### src/design/mip_level_box_downsampler_top_macros.svh
// ----------------------------------------------------------------------------
// mip level box downsampler assertion macros
// shared concurrent check forms for the downsampler rtl
// ----------------------------------------------------------------------------
`ifndef MIP_LEVEL_BOX_DOWNSAMPLER_TOP_MACROS_SVH
`define MIP_LEVEL_BOX_DOWNSAMPLER_TOP_MACROS_SVH

// same-cycle implication
`define MLBD_ASSERT_IMPL(label, clk, rst_n, ante, cons) \
  label: assert property (@(posedge clk) disable iff (!rst_n) (ante) |-> (cons)) \
    else $error("mlbd: same-cycle check failed");

// next-cycle implication
`define MLBD_ASSERT_NEXT(label, clk, rst_n, ante, cons) \
  label: assert property (@(posedge clk) disable iff (!rst_n) (ante) |=> (cons)) \
    else $error("mlbd: next-cycle check failed");

`endif

### src/design/mlbd_pkg.sv
// ----------------------------------------------------------------------------
// mlbd_pkg
// types, register codes and the srgb-to-linear table of the mip downsampler
// ----------------------------------------------------------------------------
package mlbd_pkg;

  localparam int unsigned PORT_CH    = 4;
  localparam int unsigned CODE_W     = 16;
  localparam int unsigned HSUM_W     = 17;
  localparam int unsigned TOTAL_W    = 18;
  localparam int unsigned SRGB_W     = 8;
  localparam int unsigned LIN_DEPTH  = 256;
  localparam int unsigned CFG_IDX_W  = 3;
  localparam int unsigned CFG_DATA_W = 16;
  localparam int unsigned FW_W       = 13;
  localparam int unsigned FH_W       = 16;
  localparam int unsigned NCH_W      = 3;

  typedef enum logic [CFG_IDX_W-1:0] {
    REG_FINE_WIDTH    = 3'd0,
    REG_FINE_HEIGHT   = 3'd1,
    REG_CHANNEL_COUNT = 3'd2,
    REG_WIDE_CHANNELS = 3'd3,
    REG_SRGB_MODE     = 3'd4
  } cfg_reg_e;

  typedef logic [CODE_W-1:0] lin_tab_t [LIN_DEPTH];

  typedef logic [PORT_CH-1:0][CODE_W-1:0]  code_vec_t;
  typedef logic [PORT_CH-1:0][HSUM_W-1:0]  hsum_vec_t;
  typedef logic [PORT_CH-1:0][TOTAL_W-1:0] total_vec_t;
  typedef logic [PORT_CH-1:0][SRGB_W-1:0]  srgb_vec_t;

  typedef struct packed {
    logic h_one;
    logic row_end;
    logic image_end;
  } pair_ctl_t;

  typedef struct packed {
    logic row_end;
    logic image_end;
  } tag_t;

  // srgb code to linear light, unsigned q0.16, built at elaboration
  function automatic lin_tab_t build_lin_tab();
    lin_tab_t    tab;
    logic [63:0] x;
    logic [63:0] x2;
    logic [63:0] lo;
    logic [63:0] hi;
    logic [63:0] mid;
    logic [63:0] y2;
    logic [63:0] y4;
    logic [63:0] p5;
    logic [63:0] l;
    logic [63:0] v;
    for (int c = 0; c < LIN_DEPTH; c++) begin
      if (c <= 10) begin
        v = (64'd1310720 * 64'(c) + 64'd32946) / 64'd65892;
      end else begin
        x  = ((64'(c) * 64'd1000 + 64'd14025) << 30) / 64'd269025;
        x2 = (x * x) >> 30;
        lo = 64'd0;
        hi = 64'd1 << 30;
        for (int i = 0; i < 32; i++) begin
          if (lo < hi) begin
            mid = (lo + hi + 64'd1) >> 1;
            y2  = (mid * mid) >> 30;
            y4  = (y2 * y2) >> 30;
            p5  = (y4 * mid) >> 30;
            if (p5 <= x2) begin
              lo = mid;
            end else begin
              hi = mid - 64'd1;
            end
          end
        end
        l = (x2 * lo) >> 30;
        v = (l * 64'd65536 + (64'd1 << 29)) >> 30;
        if (v > 64'd65535) begin
          v = 64'd65535;
        end
      end
      tab[c] = v[CODE_W-1:0];
    end
    return tab;
  endfunction

  localparam lin_tab_t LIN_TAB = build_lin_tab();

endpackage

### src/design/mlbd_srgb_search.sv
// ----------------------------------------------------------------------------
// mlbd_srgb_search
// pipelined bit-by-bit search of the linear-to-srgb threshold table
// ----------------------------------------------------------------------------
module mlbd_srgb_search
  import mlbd_pkg::*;
(
  input  logic       clk,
  input  logic       rst_n,
  input  logic       in_valid,
  output logic       in_ready,
  input  total_vec_t in_total,
  input  tag_t       in_tag,
  output logic       out_valid,
  input  logic       out_ready,
  output total_vec_t out_total,
  output srgb_vec_t  out_code,
  output tag_t       out_tag
);

  localparam int unsigned NS = SRGB_W;

  logic [NS-1:0] v_r;
  total_vec_t    tot_r  [NS];
  srgb_vec_t     code_r [NS];
  tag_t          tag_r  [NS];

  logic [NS:0]   stage_rdy;
  logic [NS-1:0] src_v;
  total_vec_t    src_tot  [NS];
  srgb_vec_t     src_code [NS];
  tag_t          src_tag  [NS];
  srgb_vec_t     nxt_code [NS];

  assign stage_rdy[NS] = out_ready;

  for (genvar i = 0; i < NS; i++) begin : g_stage
    localparam logic [SRGB_W-1:0] STEP_BIT = SRGB_W'(1 << (NS - 1 - i));

    if (i == 0) begin : g_head
      assign src_v[i]    = in_valid;
      assign src_tot[i]  = in_total;
      assign src_code[i] = '0;
      assign src_tag[i]  = in_tag;
    end else begin : g_body
      assign src_v[i]    = v_r[i-1];
      assign src_tot[i]  = tot_r[i-1];
      assign src_code[i] = code_r[i-1];
      assign src_tag[i]  = tag_r[i-1];
    end

    for (genvar c = 0; c < PORT_CH; c++) begin : g_chan
      logic [SRGB_W-1:0] cand;
      assign cand = src_code[i][c] | STEP_BIT;
      assign nxt_code[i][c] = ({LIN_TAB[cand], 2'b00} <= src_tot[i][c]) ? cand :
                              src_code[i][c];
    end

    assign stage_rdy[i] = ~v_r[i] | stage_rdy[i+1];

    always_ff @(posedge clk) begin
      if (!rst_n) begin
        v_r[i] <= 1'b0;
      end else if (stage_rdy[i]) begin
        v_r[i] <= src_v[i];
      end
    end

    always_ff @(posedge clk) begin
      if (stage_rdy[i] && src_v[i]) begin
        tot_r[i]  <= src_tot[i];
        code_r[i] <= nxt_code[i];
        tag_r[i]  <= src_tag[i];
      end
    end
  end

  assign in_ready  = stage_rdy[0];
  assign out_valid = v_r[NS-1];
  assign out_total = tot_r[NS-1];
  assign out_code  = code_r[NS-1];
  assign out_tag   = tag_r[NS-1];

endmodule

### config.mk
export PLATFORM = sky130hd
export DESIGN_NAME = mlbd_srgb_search
export DESIGN_NICKNAME = d
export VERILOG_FILES = /design/src/design/mip_level_box_downsampler_top_macros.svh /design/src/design/mlbd_pkg.sv /design/src/design/mlbd_srgb_search.sv
export SDC_FILE = /design/constraint.sdc
export NUM_CORES = 2
export LEC_CHECK = 0
export BUFFER_PORTS_ARGS = -buffer_cell sky130_fd_sc_hd__buf_2
export CORE_MARGIN = 2
export CORE_UTILIZATION = 65
export CTS_BUF_LIST = sky130_fd_sc_hd__clkbuf_8
export DETAILED_ROUTE_END_ITERATION = 16
export GPL_TIMING_DRIVEN = 0
export PLACE_DENSITY = 0.83
export SLEW_MARGIN = 20
export SYNTH_ARGS = -nofsm -noshare
export SYNTH_HDL_FRONTEND = slang
export SYNTH_SLANG_ARGS = --single-unit
### constraint.sdc
create_clock -name clk -period 15.8 [get_ports clk]
set_input_delay 0 -clock clk [delete_from_list [all_inputs] [get_ports clk]]
set_output_delay 0 -clock clk [all_outputs]
set_load 0.03 [all_outputs]
==> key figures, run 1 <==
Outcome
  • Run status: aborted with a tool error
  • Fail Step: 5_1_grt
  • Halt Reason: [ERROR GRT-0116] Global routing finished with congestion. Check the congestion regions in the DRC Viewer.

GRT
  • Remaining Overflow, GRT: 3
  • Maximum number of pins on one net before global-route repair: 35
  • Number of global-route vias before repair: 61.4k
  • Total track usage: 61.9%
  • Wire length of the first global-routing pass: 396,000 um

Floorplan
  • Height of the die: 294 um
  • Top-level I/O count: 186
  • Total number of placement rows: 106
  • Initial core utilization: 65.5%
  • Die outline width: 294 um

Yosys
  • Portion of the post-synthesis area used by sequential elements: 40.8%
  • Count of distinct cell types in the synthesized netlist: 85
  • Number of enable flip-flop cells after synthesis: 736
  • Async set or reset register ratio after synthesis: 0%
  • Synthesized net count: 6,534
  • Cells after synthesis: 5,840
  • Post-synthesis register bit count: 744
  • Mean cell area of the mapped netlist: 9.35 um^2
  • Number of synthesis warnings: 0
  • Mapped Area: 54,600 um^2
  • Ys flop type: edfxtp_1

Clocking
  • Clock Root Buffer: clkbuf_8
  • Post-CTS Setup Inserts: 0
  • Number of hold buffers added after cts: 151
  • CTS buffer count: 119
  • Cells resized by post-CTS repair: 0
  • Clock sinks: 744
  • Htree depth: 3
  • Buffers from clock root to sink, at most: 3

Place
  • Port-buffer cells: 185
  • Final weighted congestion of routability-driven global placement: 1.09
  • HPWL reported at the end of detailed placement: 140,000 um
cells in the mapped netlist, types with 19 or more instances:
cell	instances	area, um^2
a211oi_1	127	953
nor2_1	336	1260
o311ai_0	29	254
nor3_1	104	521
a21o_1	94	706
o21ai_0	503	2520
o221ai_1	26	228
clkbuf_1	205	769
a21boi_0	30	225
mux2i_1	53	531
a311oi_1	35	307
o21a_1	26	195
inv_1	556	2090
nand3b_1	31	233
and4_1	21	184
a21oi_1	493	2470
nand4_1	47	294
a221oi_1	27	236
o22ai_1	20	125
o31ai_1	54	405
ha_1	616	7710
nand2_1	506	1900
and2_1	27	169
a31oi_1	112	701
buf_4	37	278
nand3_1	118	591
mux2_2	19	214
mux4_2	30	676
buf_2	127	636
edfxtp_1	736	22100
buf_1	39	146
nor2b_1	105	657
o211ai_1	117	878
nand2b_1	113	707
kinds of logic after synthesis:
logic type	after synthesis	share of synthesized area (%)
AOI/OAI and AO/OA	1846	21.2
and+or+nand+nor	1532	13.6
buffers and inverters	985	7.51
DFF	744	40.8
adders and majority gates	616	14.1
muxes	102	2.60
xor gates and xnor gates	15	0.241
stage by stage:
| stage | setup slack [ps] | hold slack, ps | utilization [%] | cells | cell area [um^2] |
|---|---|---|---|---|---|
| CTS | 10780 | 35.3 | 73.8 | 7505 | 61500 |
| detailed placement | 10800 | 178 | 69.2 | 7134 | 57700 |
| global placement | 3290 | 177 | 68.2 | 7105 | 56900 |
| floorplan | 7080 | 98.9 | - | 5840 | 54600 |
metal layers:
| layer | GRT overflow | track usage [%] |
|---|---|---|
| met2 | 1 | 79.9 |
| met5 | 0 | 23.4 |
| met4 | 0 | 54.9 |
| met1 | 1 | 65.0 |
| met3 | 1 | 43.1 |
==> run 2: changes to the inputs <==
--- a/config.mk
+++ b/config.mk
@@ -7,11 +7,10 @@
 export LEC_CHECK = 0
 export BUFFER_PORTS_ARGS = -buffer_cell sky130_fd_sc_hd__buf_2
 export CORE_MARGIN = 2
-export CORE_UTILIZATION = 65
-export CTS_BUF_LIST = sky130_fd_sc_hd__clkbuf_8
+export CORE_UTILIZATION = 40
 export DETAILED_ROUTE_END_ITERATION = 16
 export GPL_TIMING_DRIVEN = 0
-export PLACE_DENSITY = 0.83
+export PLACE_DENSITY_LB_ADDON = 0.15
 export SLEW_MARGIN = 20
 export SYNTH_ARGS = -nofsm -noshare
 export SYNTH_HDL_FRONTEND = slang
==> run 2 against run 1 <==
Compared with the run above:
- the run now ends clean
- synthesized area is the same
- synthesized cell count is the same
==> key figures, run 2 <==
GRT
  • Total track usage: 26.3%
  • Wire length of the first global-routing pass: 288,000 um
  • Maximum number of pins on one net before global-route repair: 29
  • Remaining Overflow, GRT: 0
  • Number of global-route vias before repair: 46.6k
  • Number of antenna violations at the first check in global routing: 4

Layout
  • Top Registers: tot_r x576, code_r x144, tag_r x16
  • Flip-flop count of the largest register after layout: 576
  • Share of final-layout standard cells stronger than drive strength 1: 9.72%
  • Post-layout utilization of the core: 46.3%
  • Total inserted antenna cells: 0
  • Most common cell after layout, fill and taps aside: edfxtp_1
  • Number of standard cells in the final layout excluding fillers: 8,116
  • Most flops, register: tot_r
  • Commonest non-fill, non-tap cells in the layout: edfxtp_1, ha_1, inv_1, nand2_1, o21ai_0
  • Synthesis-to-layout area growth: 14.7%
  • Total number of nets in the final design: 6,960

STA
  • Highest clock frequency the design can meet: 175 MHz
  • RSZ-0062 raised after global routing: false
  • Setup skew after layout: 23.9 ps
  • Max Transition Viols Final: 0
  • Min Hold Slack: 44.6 ps
  • Final setup violating endpoints: 0
  • Min Tclk post-route: 5720 ps
  • Relative max-transition margin: 41.1%
  • Actual slew at the worst max-slew pin: 883 ps
  • Final-report hold violation count: 0
  • Post-route clock period utilization: 36.2%
  • Final TNS setup: 0 ps

Floorplan
  • Placeable Area: 135,000 um^2
  • Initial core utilization: 40.3%
  • Die outline width: 374 um
  • Height of the die: 374 um
  • Die Outline Area: 140,000 um^2
  • Total number of placement rows: 135
  • Top-level I/O count: 186

Worst setup path
  • R2R cell count: 13
  • Required time worst endpoint: 16,170 ps
  • Kind of start point of the critical path: flip-flop
  • Launch instance of the worst register-to-register path: code_r[1][82]$_DFFE_PP_
  • Endpoint type of the worst setup path: flip-flop
  • Ordered cell list for the critical path: clkbuf_1 > inv_1 > ha_1 > nand2b_1 > buf_2 > a21oi_1 > a21oi_1 > a311oi_1 > or4_1 > ha_1 > nand4_1 > or4_1 > o21ai_0
  • Slowest stage cell, crit path: edfxtp_1
  • Worst reg2reg setup slack: 10,080 ps
  • Data arrival time of the critical path: 6090 ps
  • Crit path largest cell delay: 790 ps
  • Maximum net fanout on the critical path: 13
  • Kind of cell adding the most delay to the critical path: simple AND/OR/NAND/NOR gates
  • Count of buffering cells on the critical path with inverters included: 3
  • CP Launch Point: code_r[1][82]$_DFFE_PP_
  • Critical R2R Capture: code_r[1][112]$_DFFE_PP_
  • Critical setup path kind: reg2reg

Clocking
  • Clock sinks: 744
  • Post-CTS Setup Inserts: 0
  • Clock Root Buffer: clkbuf_16
  • Cells resized by post-CTS repair: 0
  • Htree depth: 3
  • Buffers from clock root to sink, at most: 3
  • Clock slew at the register clock pins of the worst setup and hold paths: 60 ps
  • CTS buffer count: 88
  • Number of hold buffers added after cts: 117
  • Clock tree from TritonCTS: done
  • Clock Latency Late Sink: 690 ps

Yosys
  • Async set or reset register ratio after synthesis: 0%
  • Cell type with the highest aggregate area in the netlist: edfxtp_1
  • Number of enable flip-flop cells after synthesis: 736
  • Mean cell area of the mapped netlist: 9.35 um^2
  • Top cells by area, synth: edfxtp_1, ha_1, o21ai_0
  • Top-area cell type share of the netlist area: 40.5%
  • Cells after synthesis: 5,840
  • Number of synthesis warnings: 0
  • Count of distinct cell types in the synthesized netlist: 85
  • Ys flop type: edfxtp_1
  • Post-synthesis register bit count: 744
  • Synthesized net count: 6,534
  • Most repeated cell in the gate-level netlist after synthesis: edfxtp_1
  • Mapped Area: 54,600 um^2
  • Most frequent cells after synthesis: edfxtp_1, ha_1, inv_1
  • Portion of the post-synthesis area used by sequential elements: 40.8%

Detailed routing
  • Per-cell via count in the routed design: 6.02
  • Detailed-routing iteration count for the pre-antenna-repair pass: 9
  • Number of violations reported at the end of detailed-routing iteration 0: 6,040
  • Final wirelength: 190,000 um
  • Post-route DRC violation count: 0
  • Post-DRT Antenna Nets: 0
  • Via count: 48.9k
  • Final routed wire length divided by cell count: 23.5 um

Hold path
  • End point of the worst hold path: tot_r[0][43]$_DFFE_PP_
  • Worst Hold Class: in2reg
  • Cell depth of the worst min-delay path: 2
  • Launch point of the worst hold path: in_total[43]

Pwr
  • Power, Total: 4.31 mW
  • Peak supply drop: 0.0907 mV
  • Leakage: 25.7 nW
  • P per Cell Area: 68.8 nW/um^2

Place
  • Final weighted congestion of routability-driven global placement: 1.00
  • Cell total after placement: 7,840
  • Port-buffer cells: 185
  • HPWL reported at the end of detailed placement: 140,000 um

Outcome
  • Run status: completed

Flow run
  • Max Cap Violations: 0
## run 2: cell counts after synthesis
Identical to the previous run, type by type.
## run 2: layout make-up
class | instances | area [um^2]
repair buffers | 336 | 2940
clock inverters | 60 | 568
well taps | 1781 | 2230
clock buffers | 99 | 2240
inverters | 563 | 2110
multi-input cells | 4111 | 28300
plain buffers | 422 | 1990
fillers | 12990 | 72800
flip-flops and latches | 744 | 22300
## run 2: worst register-to-register path, delay by kind of cell, from the launching register on
kind | cells | cell delay, ps
AO/OA/AOI/OAI | 4 | 1080
buffers and inverters | 3 | 1280
flip-flops | 1 | 790
adder cells (fa/ha/maj) | 2 | 800
AND/OR/NAND/NOR | 4 | 1460
## run 2: power by group
group	internal, mW	leakage [nW]	switching [mW]
sequential	2.18	6.68	0.0149
combinational	0.0613	17.7	0.0561
clock	1.13	1.36	0.868
## run 2: metal layers
metal	routed length, um	vias to the layer above	track usage (%)
met3	18100	548	5.07
met4	8100	2	10.2
li1	-	22311	-
met5	11	-	0
met1	80900	23198	36.2
met2	83300	2801	40.9
## run 2: worst max path at each step
stage / endpoint / slack (ps) / cells past startpoint
floorplan: code_r[1][65]$_DFFE_PP_ / 7080 / 2
global placement: tot_r[1][203]$_DFFE_PP_ / 1030 / 2
detailed placement: code_r[1][104]$_DFFE_PP_ / 10410 / 13
CTS: code_r[1][104]$_DFFE_PP_ / 10390 / 13
global route: code_r[1][112]$_DFFE_PP_ / 10020 / 14
finish: code_r[1][112]$_DFFE_PP_ / 10080 / 13
## run 2: kinds of logic (layout without fill, tap and decap cells)
| family | after synthesis | in the layout | share of synthesized area (%) |
|---|---|---|---|
| AOI/OAI and AO/OA | 1846 | 1846 | 21.2 |
| and+or+nand+nor | 1532 | 1532 | 13.6 |
| buffers and inverters | 985 | 1480 | 7.51 |
| DFF | 744 | 744 | 40.8 |
| adders and majority gates | 616 | 616 | 14.1 |
| muxes | 102 | 102 | 2.60 |
| xor gates and xnor gates | 15 | 15 | 0.241 |
## run 2: stage by stage
stage	instance area [um^2]	setup slack (ps)
finish	62700	10080
global route	62700	10020
CTS	62700	10390
detailed placement	58700	10410
global placement	57800	1030
floorplan	54600	7080
(Power assumes the default switching activity.)
